===== src/rtl/k_way_sorted_merge_core_assert.svh =====
// Assertion macros for the k-way sorted merge core.
// Expects clk and rst_n in the scope of every use.
`ifndef K_WAY_SORTED_MERGE_CORE_ASSERT_SVH
`define K_WAY_SORTED_MERGE_CORE_ASSERT_SVH

`ifndef ASSERT_OFF
`define ASSERT_IMPL(label, ante, cons) \
    label: assert property (@(posedge clk) disable iff (!rst_n) (ante) |-> (cons)) \
        else $error("assertion failed");
`define ASSERT_NEXT(label, ante, cons) \
    label: assert property (@(posedge clk) disable iff (!rst_n) (ante) |=> (cons)) \
        else $error("assertion failed");
`else
`define ASSERT_IMPL(label, ante, cons)
`define ASSERT_NEXT(label, ante, cons)
`endif

`endif


===== src/rtl/kwm_pkg.sv =====
// Shared constants and types of the k-way sorted merge core.
// Used by the controller, the datapath and the top level.
package kwm_pkg;

    localparam int MAX_LISTS    = 8;
    localparam int BUFFER_DEPTH = 8;
    localparam int VALUE_WIDTH  = 32;

    localparam int ID_W      = 3;
    localparam int CFG_W     = 4;
    localparam int LID_W     = $clog2(MAX_LISTS);
    localparam int PTR_W     = (BUFFER_DEPTH > 1) ? $clog2(BUFFER_DEPTH) : 1;
    localparam int CNT_W     = $clog2(BUFFER_DEPTH + 1);
    localparam int RAM_AW    = LID_W + PTR_W;
    localparam int RAM_DEPTH = 1 << RAM_AW;

    typedef struct packed {
        logic [ID_W-1:0]               list_id;
        logic signed [VALUE_WIDTH-1:0] value;
        logic                          carries_value;
        logic                          closes_list;
    } in_t;

    typedef struct packed {
        logic signed [VALUE_WIDTH-1:0] out_value;
        logic                          batch_end;
        logic                          dropped;
    } out_t;

    typedef struct packed {
        logic accept;
        logic load_drop;
        logic eval;
        logic emit;
        logic refill;
        logic clear;
    } cmd_t;

    typedef struct packed {
        logic item_drop;
        logic out_free;
        logic any;
        logic blocked;
        logic all_closed;
        logic last;
        logic refill;
    } status_t;

endpackage


===== src/rtl/kwm_ram.sv =====
// Generic single-write, single-read RAM with registered read data.
// Standalone; no package dependency.
module kwm_ram #(
    parameter int WIDTH = 32,
    parameter int DEPTH = 64
) (
    input  logic                     clk,
    input  logic                     we,
    input  logic [$clog2(DEPTH)-1:0] waddr,
    input  logic [WIDTH-1:0]         wdata,
    input  logic                     re,
    input  logic [$clog2(DEPTH)-1:0] raddr,
    output logic [WIDTH-1:0]         rdata
);

    logic [WIDTH-1:0] mem [DEPTH];

    always_ff @(posedge clk)
    begin
        if (we)
        begin
            mem[waddr] <= wdata;
        end
        if (re)
        begin
            rdata <= mem[raddr];
        end
    end

endmodule


===== src/rtl/kwm_ctrl.sv =====
// Sequencing state machine of the k-way sorted merge core.
// Depends on kwm_pkg and k_way_sorted_merge_core_assert.svh.
`include "k_way_sorted_merge_core_assert.svh"

module kwm_ctrl (
    input  logic            clk,
    input  logic            rst_n,
    input  logic            in_valid,
    output logic            in_stall,
    input  kwm_pkg::status_t status,
    output kwm_pkg::cmd_t    cmd
);

    localparam logic [2:0] S_IDLE   = 3'd0;
    localparam logic [2:0] S_DROP   = 3'd1;
    localparam logic [2:0] S_EVAL   = 3'd2;
    localparam logic [2:0] S_DECIDE = 3'd3;
    localparam logic [2:0] S_REFILL = 3'd4;

    logic [2:0] state_reg, state_next;

    assign in_stall = (state_reg != S_IDLE);

    always_comb
    begin
        cmd        = '0;
        state_next = state_reg;
        case (state_reg)
            S_IDLE:
            begin
                if (in_valid)
                begin
                    cmd.accept = 1'b1;
                    state_next = status.item_drop ? S_DROP : S_EVAL;
                end
            end
            S_DROP:
            begin
                if (status.out_free)
                begin
                    cmd.load_drop = 1'b1;
                    state_next    = S_EVAL;
                end
            end
            S_EVAL:
            begin
                cmd.eval   = 1'b1;
                state_next = S_DECIDE;
            end
            S_DECIDE:
            begin
                if (!status.any)
                begin
                    // Nothing buffered: a fully closed batch ends without a result.
                    cmd.clear  = status.all_closed;
                    state_next = S_IDLE;
                end
                else if (status.blocked)
                begin
                    state_next = S_IDLE;
                end
                else if (status.out_free)
                begin
                    cmd.emit = 1'b1;
                    if (status.last)
                    begin
                        state_next = S_IDLE;
                    end
                    else if (status.refill)
                    begin
                        state_next = S_REFILL;
                    end
                    else
                    begin
                        state_next = S_EVAL;
                    end
                end
            end
            S_REFILL:
            begin
                cmd.refill = 1'b1;
                state_next = S_EVAL;
            end
            default:
            begin
                state_next = S_IDLE;
            end
        endcase
    end

    always_ff @(posedge clk or negedge rst_n)
    begin
        if (!rst_n)
        begin
            state_reg <= S_IDLE;
        end
        else
        begin
            state_reg <= state_next;
        end
    end

    `ASSERT_IMPL(a_load_needs_slot, cmd.emit || cmd.load_drop, status.out_free)
    `ASSERT_IMPL(a_refill_after_emit, state_reg == S_REFILL, $past(cmd.emit))
    `ASSERT_NEXT(a_accept_moves_on, cmd.accept, state_reg == S_DROP || state_reg == S_EVAL)

endmodule


===== src/rtl/kwm_dp.sv =====
// Datapath of the k-way sorted merge core: list buffers, heads, min tree, output register.
// Depends on kwm_pkg, kwm_ram and k_way_sorted_merge_core_assert.svh.
`include "k_way_sorted_merge_core_assert.svh"

module kwm_dp (
    input  logic                           clk,
    input  logic                           rst_n,
    input  logic                           cfg_wr_en,
    input  logic [kwm_pkg::CFG_W-1:0]      cfg_wr_data,
    input  kwm_pkg::in_t                   in_data,
    input  kwm_pkg::cmd_t                  cmd,
    output kwm_pkg::status_t               status,
    output logic                           out_valid,
    input  logic                           out_stall,
    output kwm_pkg::out_t                  out_data
);

    localparam int LEAF  = 1 << kwm_pkg::LID_W;
    localparam int NODES = 2 * LEAF - 1;

    function automatic logic [kwm_pkg::PTR_W-1:0] ptr_inc(input logic [kwm_pkg::PTR_W-1:0] p);
        logic [kwm_pkg::PTR_W-1:0] r;
        if (p == kwm_pkg::PTR_W'(kwm_pkg::BUFFER_DEPTH - 1))
        begin
            r = '0;
        end
        else
        begin
            r = p + kwm_pkg::PTR_W'(1);
        end
        return r;
    endfunction

    logic [kwm_pkg::CNT_W-1:0]       cnt_reg   [kwm_pkg::MAX_LISTS];
    logic [kwm_pkg::CNT_W-1:0]       cnt_next  [kwm_pkg::MAX_LISTS];
    logic [kwm_pkg::PTR_W-1:0]       rdptr_reg [kwm_pkg::MAX_LISTS];
    logic [kwm_pkg::PTR_W-1:0]       rdptr_next[kwm_pkg::MAX_LISTS];
    logic [kwm_pkg::MAX_LISTS-1:0]   closed_reg, closed_next;
    logic [kwm_pkg::CFG_W-1:0]       n_eff_reg, n_eff_next;
    logic signed [kwm_pkg::VALUE_WIDTH-1:0] head_reg [kwm_pkg::MAX_LISTS];
    logic signed [kwm_pkg::VALUE_WIDTH-1:0] drop_val_reg;

    logic [kwm_pkg::LID_W-1:0]       best_reg;
    logic                            any_reg, blocked_reg, allc_reg, last_reg, refill_reg;
    logic                            out_valid_reg;
    kwm_pkg::out_t                   out_reg;

    logic [kwm_pkg::MAX_LISTS-1:0]   in_use, nonempty, nonempty_use;
    logic [kwm_pkg::LID_W-1:0]       lid;
    logic                            id_ok, full, wr_ok;
    logic [kwm_pkg::CNT_W:0]         wr_sum;
    logic [kwm_pkg::PTR_W-1:0]       wr_pos;
    logic                            out_free, over_cap;

    logic                            node_ok [NODES];
    logic [kwm_pkg::LID_W-1:0]       node_id [NODES];
    logic signed [kwm_pkg::VALUE_WIDTH-1:0] node_v [NODES];
    logic                            t_any, t_blocked, t_allc, t_last, t_refill;
    logic [kwm_pkg::LID_W-1:0]       t_best;

    logic [kwm_pkg::VALUE_WIDTH-1:0] ram_rdata;
    logic [kwm_pkg::CFG_W-1:0]       cfg_clamped;

    always_comb
    begin
        for (int i = 0; i < kwm_pkg::MAX_LISTS; i++)
        begin
            in_use[i]   = (kwm_pkg::CFG_W'(i) < n_eff_reg);
            nonempty[i] = (cnt_reg[i] != '0);
        end
        nonempty_use = nonempty & in_use;
        over_cap     = 1'b0;
        for (int i = 0; i < kwm_pkg::MAX_LISTS; i++)
        begin
            if (cnt_reg[i] > kwm_pkg::CNT_W'(kwm_pkg::BUFFER_DEPTH))
            begin
                over_cap = 1'b1;
            end
        end
    end

    // Input item checks and the write position inside the list's ring.
    always_comb
    begin
        lid    = in_data.list_id[kwm_pkg::LID_W-1:0];
        id_ok  = (kwm_pkg::CFG_W'(in_data.list_id) < n_eff_reg);
        full   = (cnt_reg[lid] == kwm_pkg::CNT_W'(kwm_pkg::BUFFER_DEPTH));
        wr_ok  = in_data.carries_value && id_ok && !closed_reg[lid] && !full;
        wr_sum = (kwm_pkg::CNT_W + 1)'(rdptr_reg[lid]) + (kwm_pkg::CNT_W + 1)'(cnt_reg[lid]);
        if (wr_sum >= (kwm_pkg::CNT_W + 1)'(kwm_pkg::BUFFER_DEPTH))
        begin
            wr_sum = wr_sum - (kwm_pkg::CNT_W + 1)'(kwm_pkg::BUFFER_DEPTH);
        end
        wr_pos = wr_sum[kwm_pkg::PTR_W-1:0];
    end

    // Minimum tree over the buffered heads; on a tie the lower list id wins.
    always_comb
    begin
        for (int j = 0; j < LEAF; j++)
        begin
            node_ok[LEAF-1+j] = 1'b0;
            node_id[LEAF-1+j] = kwm_pkg::LID_W'(j);
            node_v[LEAF-1+j]  = '0;
            if (j < kwm_pkg::MAX_LISTS)
            begin
                node_ok[LEAF-1+j] = nonempty_use[j];
                node_v[LEAF-1+j]  = head_reg[j];
            end
        end
        for (int n = LEAF - 2; n >= 0; n--)
        begin
            if (node_ok[2*n+2] && (!node_ok[2*n+1] || (node_v[2*n+2] < node_v[2*n+1])))
            begin
                node_ok[n] = 1'b1;
                node_id[n] = node_id[2*n+2];
                node_v[n]  = node_v[2*n+2];
            end
            else
            begin
                node_ok[n] = node_ok[2*n+1];
                node_id[n] = node_id[2*n+1];
                node_v[n]  = node_v[2*n+1];
            end
        end
        t_best    = node_id[0];
        t_any     = node_ok[0];
        t_blocked = |(in_use & ~nonempty & ~closed_reg);
        t_allc    = ((closed_reg & in_use) == in_use);
        t_last    = t_allc && ($countones(nonempty_use) == 1) &&
                    (cnt_reg[t_best] == kwm_pkg::CNT_W'(1));
        t_refill  = (cnt_reg[t_best] > kwm_pkg::CNT_W'(1));
    end

    always_comb
    begin
        if (cfg_wr_data == '0)
        begin
            cfg_clamped = kwm_pkg::CFG_W'(1);
        end
        else if (cfg_wr_data > kwm_pkg::CFG_W'(kwm_pkg::MAX_LISTS))
        begin
            cfg_clamped = kwm_pkg::CFG_W'(kwm_pkg::MAX_LISTS);
        end
        else
        begin
            cfg_clamped = cfg_wr_data;
        end
    end

    always_comb
    begin
        cnt_next    = cnt_reg;
        rdptr_next  = rdptr_reg;
        closed_next = closed_reg;
        n_eff_next  = n_eff_reg;
        if (cmd.accept)
        begin
            if (wr_ok)
            begin
                cnt_next[lid] = cnt_reg[lid] + kwm_pkg::CNT_W'(1);
            end
            if (in_data.closes_list && id_ok)
            begin
                closed_next[lid] = 1'b1;
            end
        end
        if (cmd.emit)
        begin
            cnt_next[best_reg]   = cnt_reg[best_reg] - kwm_pkg::CNT_W'(1);
            rdptr_next[best_reg] = ptr_inc(rdptr_reg[best_reg]);
        end
        if (cmd.clear || (cmd.emit && last_reg) || cfg_wr_en)
        begin
            for (int i = 0; i < kwm_pkg::MAX_LISTS; i++)
            begin
                cnt_next[i]   = '0;
                rdptr_next[i] = '0;
            end
            closed_next = '0;
        end
        if (cfg_wr_en)
        begin
            n_eff_next = cfg_clamped;
        end
    end

    assign out_free = !out_valid_reg || !out_stall;

    always_ff @(posedge clk or negedge rst_n)
    begin
        if (!rst_n)
        begin
            for (int i = 0; i < kwm_pkg::MAX_LISTS; i++)
            begin
                cnt_reg[i]   <= '0;
                rdptr_reg[i] <= '0;
            end
            closed_reg    <= '0;
            n_eff_reg     <= kwm_pkg::CFG_W'(kwm_pkg::MAX_LISTS);
            best_reg      <= '0;
            any_reg       <= 1'b0;
            blocked_reg   <= 1'b0;
            allc_reg      <= 1'b0;
            last_reg      <= 1'b0;
            refill_reg    <= 1'b0;
            out_valid_reg <= 1'b0;
        end
        else
        begin
            cnt_reg    <= cnt_next;
            rdptr_reg  <= rdptr_next;
            closed_reg <= closed_next;
            n_eff_reg  <= n_eff_next;
            if (cmd.eval)
            begin
                best_reg    <= t_best;
                any_reg     <= t_any;
                blocked_reg <= t_blocked;
                allc_reg    <= t_allc;
                last_reg    <= t_last;
                refill_reg  <= t_refill;
            end
            if (cmd.emit || cmd.load_drop)
            begin
                out_valid_reg <= 1'b1;
            end
            else if (!out_stall)
            begin
                out_valid_reg <= 1'b0;
            end
        end
    end

    always_ff @(posedge clk)
    begin
        if (cmd.accept)
        begin
            drop_val_reg <= in_data.value;
            if (wr_ok && (cnt_reg[lid] == '0))
            begin
                head_reg[lid] <= in_data.value;
            end
        end
        if (cmd.refill)
        begin
            head_reg[best_reg] <= ram_rdata;
        end
        if (cmd.load_drop)
        begin
            out_reg.out_value <= drop_val_reg;
            out_reg.batch_end <= 1'b0;
            out_reg.dropped   <= 1'b1;
        end
        else if (cmd.emit)
        begin
            out_reg.out_value <= head_reg[best_reg];
            out_reg.batch_end <= last_reg;
            out_reg.dropped   <= 1'b0;
        end
    end

    kwm_ram #(
        .WIDTH (kwm_pkg::VALUE_WIDTH),
        .DEPTH (kwm_pkg::RAM_DEPTH)
    ) u_buf_ram (
        .clk   (clk),
        .we    (cmd.accept && wr_ok),
        .waddr ({lid, wr_pos}),
        .wdata (in_data.value),
        .re    (cmd.emit),
        .raddr ({best_reg, ptr_inc(rdptr_reg[best_reg])}),
        .rdata (ram_rdata)
    );

    always_comb
    begin
        status.item_drop  = in_data.carries_value && !wr_ok;
        status.out_free   = out_free;
        status.any        = any_reg;
        status.blocked    = blocked_reg;
        status.all_closed = allc_reg;
        status.last       = last_reg;
        status.refill     = refill_reg;
    end

    assign out_valid = out_valid_reg;
    assign out_data  = out_reg;

    `ASSERT_NEXT(a_clear_empties, cmd.clear || cfg_wr_en, nonempty == '0 && closed_reg == '0)
    `ASSERT_IMPL(a_no_overflow, 1'b1, !over_cap)
    `ASSERT_IMPL(a_drop_not_end, out_valid_reg && out_reg.dropped, !out_reg.batch_end)

endmodule


===== src/rtl/k_way_sorted_merge_core.sv =====
// Top level of the k-way sorted merge core.
// Depends on kwm_pkg, kwm_ctrl and kwm_dp.
//
// Usage: items arrive on in_data (list id, value, value flag, close flag) with
// in_valid/in_stall; merged beats leave on out_data with out_valid/out_stall.
// A beat moves when valid is high and stall is low. cfg_wr_en writes the
// number of lists in use (0 counts as one, above eight counts as eight) and
// clears all list state; write it only while the core is idle.
// One item is taken at a time. A refused element gives an error beat first.
// An error beat is loaded into the output register from the drop state, once
// the output register is free. The first merged beat follows the evaluate
// and decide steps, after any error beat. Each further merged beat passes
// the min tree, then the pick, with a refill step ahead of them when the
// emitted list must reload its head from the buffer RAM.
// An item that produces no result still holds the core through the evaluate and decide steps.
// After reset all lists are empty and open and eight lists are in use.
// A stalled output beat holds; the core waits before loading the next one,
// and in_stall stays high until the current item's results are all loaded.
module k_way_sorted_merge_core (
    input  logic                      clk,
    input  logic                      rst_n,
    input  logic                      cfg_wr_en,
    input  logic [kwm_pkg::CFG_W-1:0] cfg_wr_data,
    input  logic                      in_valid,
    output logic                      in_stall,
    input  kwm_pkg::in_t              in_data,
    output logic                      out_valid,
    input  logic                      out_stall,
    output kwm_pkg::out_t             out_data
);

    kwm_pkg::cmd_t    cmd;
    kwm_pkg::status_t status;

    kwm_ctrl u_ctrl (
        .clk      (clk),
        .rst_n    (rst_n),
        .in_valid (in_valid),
        .in_stall (in_stall),
        .status   (status),
        .cmd      (cmd)
    );

    kwm_dp u_dp (
        .clk         (clk),
        .rst_n       (rst_n),
        .cfg_wr_en   (cfg_wr_en),
        .cfg_wr_data (cfg_wr_data),
        .in_data     (in_data),
        .cmd         (cmd),
        .status      (status),
        .out_valid   (out_valid),
        .out_stall   (out_stall),
        .out_data    (out_data)
    );

endmodule


===== config.mk =====
export PLATFORM = sky130hd
export DESIGN_NAME = k_way_sorted_merge_core
export DESIGN_NICKNAME = d
export VERILOG_FILES = /design/src/rtl/kwm_pkg.sv /design/src/rtl/kwm_ram.sv /design/src/rtl/kwm_ctrl.sv /design/src/rtl/kwm_dp.sv /design/src/rtl/k_way_sorted_merge_core.sv
export VERILOG_INCLUDE_DIRS = /design/src /design/src/rtl
export SDC_FILE = /design/constraint.sdc
export NUM_CORES = 2
export LEC_CHECK = 0
export BUFFER_PORTS_ARGS = -buffer_cell sky130_fd_sc_hd__buf_2
export CELL_PAD_IN_SITES_DETAIL_PLACEMENT = 1
export CELL_PAD_IN_SITES_GLOBAL_PLACEMENT = 2
export CORE_AREA = 5 5 492 494
export DETAILED_ROUTE_END_ITERATION = 8
export DIE_AREA = 0 0 497 499
export HOLD_SLACK_MARGIN = 0.03
export PLACE_DENSITY_LB_ADDON = 0.15
export SLEW_MARGIN = 20
export SYNTH_ARGS = -nofsm -noshare
export SYNTH_HDL_FRONTEND = slang
export SYNTH_SLANG_ARGS = --single-unit

===== constraint.sdc =====
create_clock -name clk -period 7.65 [get_ports clk]
set_input_delay 0.765 -clock clk [delete_from_list [all_inputs] [get_ports clk]]
set_output_delay 0.765 -clock clk [all_outputs]
set_load 0.01 [all_outputs]

==> results.txt <==
----------------------------------------------------
[Synthesis]
  Number of synthesis warnings ... 0
  Synth async-reset ratio ... 3.22%
  Post-synthesis area per instance ... 18.2 um2
  Main combinational cell family by area after synthesis ... multiplexers
  Most used flip-flop cell after synthesis ... edfxtp_1
  Register area share after synthesis ... 71.5%
  Synthesized area ... 104,000 um2
  Basic-gate share of the synthesized area counting and, or, nand and nor cells ... 3.89%
  Cells after Synth ... 5,710
  Count of unique library cells instantiated by Yosys ... 88
  Number of flip-flops and latches in the synthesized netlist ... 2,482
  Complex-gate fraction of the synthesized area ... 4.70%
  XOR/XNOR Fraction of Synth Area ... 0.0760%
  Synth Area in Adders ... 2.88%
  Post-Synthesis Net Count ... 5,992
  Share of synthesized area spent on multiplexers ... 15.3%
  Number of enable-type register cells in the synthesized netlist ... 2,400

[Power and ir drop]
  Lkg Pwr ... 42.8 nW
  Power Total ... 35.6 mW
  Worst supply voltage drop on vdd ... 0.258 mV
  PwrDens ... 284 nW/um2

[Critical path]
  Critical path's largest stage delay ... 0.63 ns
  Buffers plus inverters on the worst setup path ... 8
  Family of cells with the greatest summed delay on the critical path ... simple AND/OR/NAND/NOR gates
  Critical Path Source Type ... flip-flop
  Category of the critical setup timing path ... reg -> reg
  CP Capture Type ... flip-flop
  Critical-path maximum fanout ... 13
  Data required time at the worst endpoint ... 8.41 ns
  Signal arrival time at the worst endpoint ... 8.59 ns
  Library cell contributing the largest single delay on the critical path ... or4_4
  FF-to-FF setup slack ... -0.18 ns

[Timing]
  Final-report max-slew violation count ... 0
  Actual transition at the worst max-transition pin ... 1.18 ns
  Slew headroom ... 21.5%
  Clock Skew ... 0.0704 ns
  Count of final hold-check violations ... 0
  Fin worst setup slack ... -0.181 ns
  Total Neg Setup Slack ... -0.457 ns
  Peak clock frequency supported by timing ... 0.128 GHz
  Worst-case hold slack ... 0.154 ns
  Period Utilization, post-route ... 102%
  Setup repair after global routing missed its margin ... true
  Final count of negative-setup-slack endpoints ... 3
  Fin crit period ... 7.83 ns

[Clock tree]
  Clock transition at the registers of the reported paths ... 0.06 ns
  Clock sink total ... 2,482
  CTS tree ... yes
  CTS Root Cell ... clkbuf_16
  CTS Buf Count ... 287
  Max Buffers Root-to-Sink ... 4
  Clock H-tree levels ... 5
  Clock insertion delay at the later pin of the skew report ... 0.94 ns

[Layout]
  Fraction of layout cells with a size suffix above 1 ... 32.0%
  Fin util ... 52.8%
  Area delta synth->final ... 20.7%
  Max reg flops ... 2,048
  Design area ... 125,000 um2
  Count of placed standard cells in the final layout, fillers left out ... 10,040
  Count of nets after finishing ... 6,955

[Floorplan]
  Core Area ... 237,000 um2
  DIE AREA ... 248,000 um2
  Die boundary height ... 499 um
  Width of the die ... 497 um
  Ports ... 82
  Starting density of the core ... 43.8%
  Number of cell rows ... 179

[Global routing]
  GRT Overall Usage ... 27.0%
  Global-route wire length before repair ... 482,000 um
  Global route overflow ... 0
  Largest net degree at the start of global routing ... 67
  Antenna violations before repair ... 19
  Via count of the first global-routing pass ... 63,189

[Place]
  Number of I/O port buffers ... 81
  Pre-CTS setup slack ... -1.22 ns
  Post-placement cell count ... 9,475
  Estimated wirelength of the detail-placed design ... 215,000 um
  Placer's final routability congestion estimate ... 0.906
  Placement Cell Area ... 114,000 um2

[Worst hold path]
  Hold WC Path Type ... in -> reg

[Routing]
  Pre-antenna DRT Iters ... 6
  Wire length after detailed routing ... 342,000 um
  Number of vias per cell ... 6.08
  Final routed wire length divided by cell count ... 34.1 um
  DRC violation count after routing ... 0
  Number of routed nets with antenna violations ... 0
  Total via count after detailed routing ... 61,006
  DR iter-0 viols ... 6,098

[Status]
  Failing checks ... negative setup slack
  Status ... complete, but fails checks

[Run]
  Count of max-cap constraint violations ... 0

----------------------------------------------------
[synth_stat cells, drive strengths merged, types with 10 or more instances]
| library cell | count | share of area [%] |
|---|---|---|
| a21o | 46 | 0.33 |
| edfxtp | 2400 | 70 |
| o21ai | 165 | 0.80 |
| buf | 92 | 0.41 |
| mux4 | 571 | 12 |
| or3 | 11 | 0.066 |
| a211o | 10 | 0.084 |
| nand2 | 411 | 1.5 |
| a211oi | 36 | 0.27 |
| and2 | 12 | 0.074 |
| nand2b | 24 | 0.14 |
| mux2 | 24 | 0.27 |
| nor2b | 13 | 0.078 |
| nand3 | 34 | 0.18 |
| a22oi | 17 | 0.12 |
| nor4 | 32 | 0.20 |
| dfrtp | 79 | 1.9 |
| o211ai | 10 | 0.072 |
| inv | 151 | 0.55 |
| clkbuf | 189 | 0.68 |
| ha | 231 | 2.8 |
| nor3 | 49 | 0.24 |
| nand4 | 41 | 0.25 |
| o22ai | 175 | 1.1 |
| mux2i | 274 | 2.6 |
| a31oi | 11 | 0.066 |
| a21oi | 186 | 0.90 |
| nor2 | 252 | 0.92 |
| o221ai | 31 | 0.26 |
[logic make-up (layout without fill, tap and decap cells)]
| group | Yosys count | after routing |
|---|---|---|
| AND/OR/NAND/NOR | 915 | 915 |
| multiplexers | 869 | 869 |
| adder cells (fa/ha/maj) | 236 | 236 |
| XOR/XNOR | 9 | 9 |
| AO/OA/AOI/OAI | 765 | 765 |
| flip-flops | 2482 | 2482 |
| other | 0 | 3 |
| buffers and inverters | 434 | 1594 |
[layout make-up]
class,count,area [um2]
diodes,3,7.51
clock buffers,358,7650
clock inverters,128,968
fillers,21633,112000
inverters,153,576
multi-input cells,2794,29800
flip-flops and latches,2482,74100
well taps,3167,3960
repair buffers,955,8050
[final timing paths]
path | startpoint | to | cells after the start
max | u_dp.head_reg[1][24] | u_dp.last_reg | 33
min | cfg_wr_data[2] | u_dp.n_eff_reg[2] | 3
max reg2reg | u_dp.head_reg[1][24] | u_dp.last_reg | 33
min reg2reg | u_dp.out_data[0] | u_dp.out_data[0] | 1
max in group asynchronous | rst_n | u_dp.best_reg[0] | 3
min in group asynchronous | rst_n | u_dp.cnt_reg[23] | 2
[power breakdown]
part,switching [mW],internal [mW],total [mW]
logic,4.25,3.20,7.45
clock network,5.36,7.52,12.9
registers,0.128,15.1,15.3
[metal layers]
| metal | track usage [%] | vias to the layer above | routed length (um) |
|---|---|---|---|
| li1 | - | 25145 | - |
| met1 | 37.8 | 33009 | 144000 |
| met2 | 44.6 | 2342 | 167000 |
| met3 | 4.03 | 506 | 21800 |
| met4 | 7.28 | 4 | 10100 |
| met5 | 0 | - | 27 |
[worst register-to-register path, delay by kind of cell (launching register included)]
family          cells  cell delay, ns
compound gates      9            1.97
fa+ha+maj           3            0.81
buf+inv             8            1.31
flops               1            0.41
mux                 3            1.00
simple gates       10            2.21
[what timing repair did]
item                                    4_1_cts  5_1_grt
resized for setup                           114      195
pin swaps                                    43       80
setup buffers                                21       42
hold buffers                                  2        0
endpoints found under the hold margin        44        0
cloned                                        4       12
endpoints found under the setup margin        5        5
[cell usage in the layout, fill, tap and decap left out, types with 26 or more instances in the layout]
master,instances
mux2i_1,244
nand2_1,394
clkinv_1,61
nor2_4,77
buf_2,80
buf_12,62
a211oi_1,29
o22ai_1,172
a21o_1,46
clkinv_2,38
edfxtp_1,2400
ha_4,26
ha_1,205
mux4_2,571
dfrtp_1,76
o221ai_1,31
nand4_1,41
a21oi_1,163
buf_4,782
o21ai_0,89
nor3_1,46
nand3_1,31
o21ai_2,31
clkbuf_1,61
nor4_1,27
nor2_1,173
o21ai_1,42
inv_1,141
clkbuf_16,306
No activity file was read; power rests on OpenSTA's default activity.
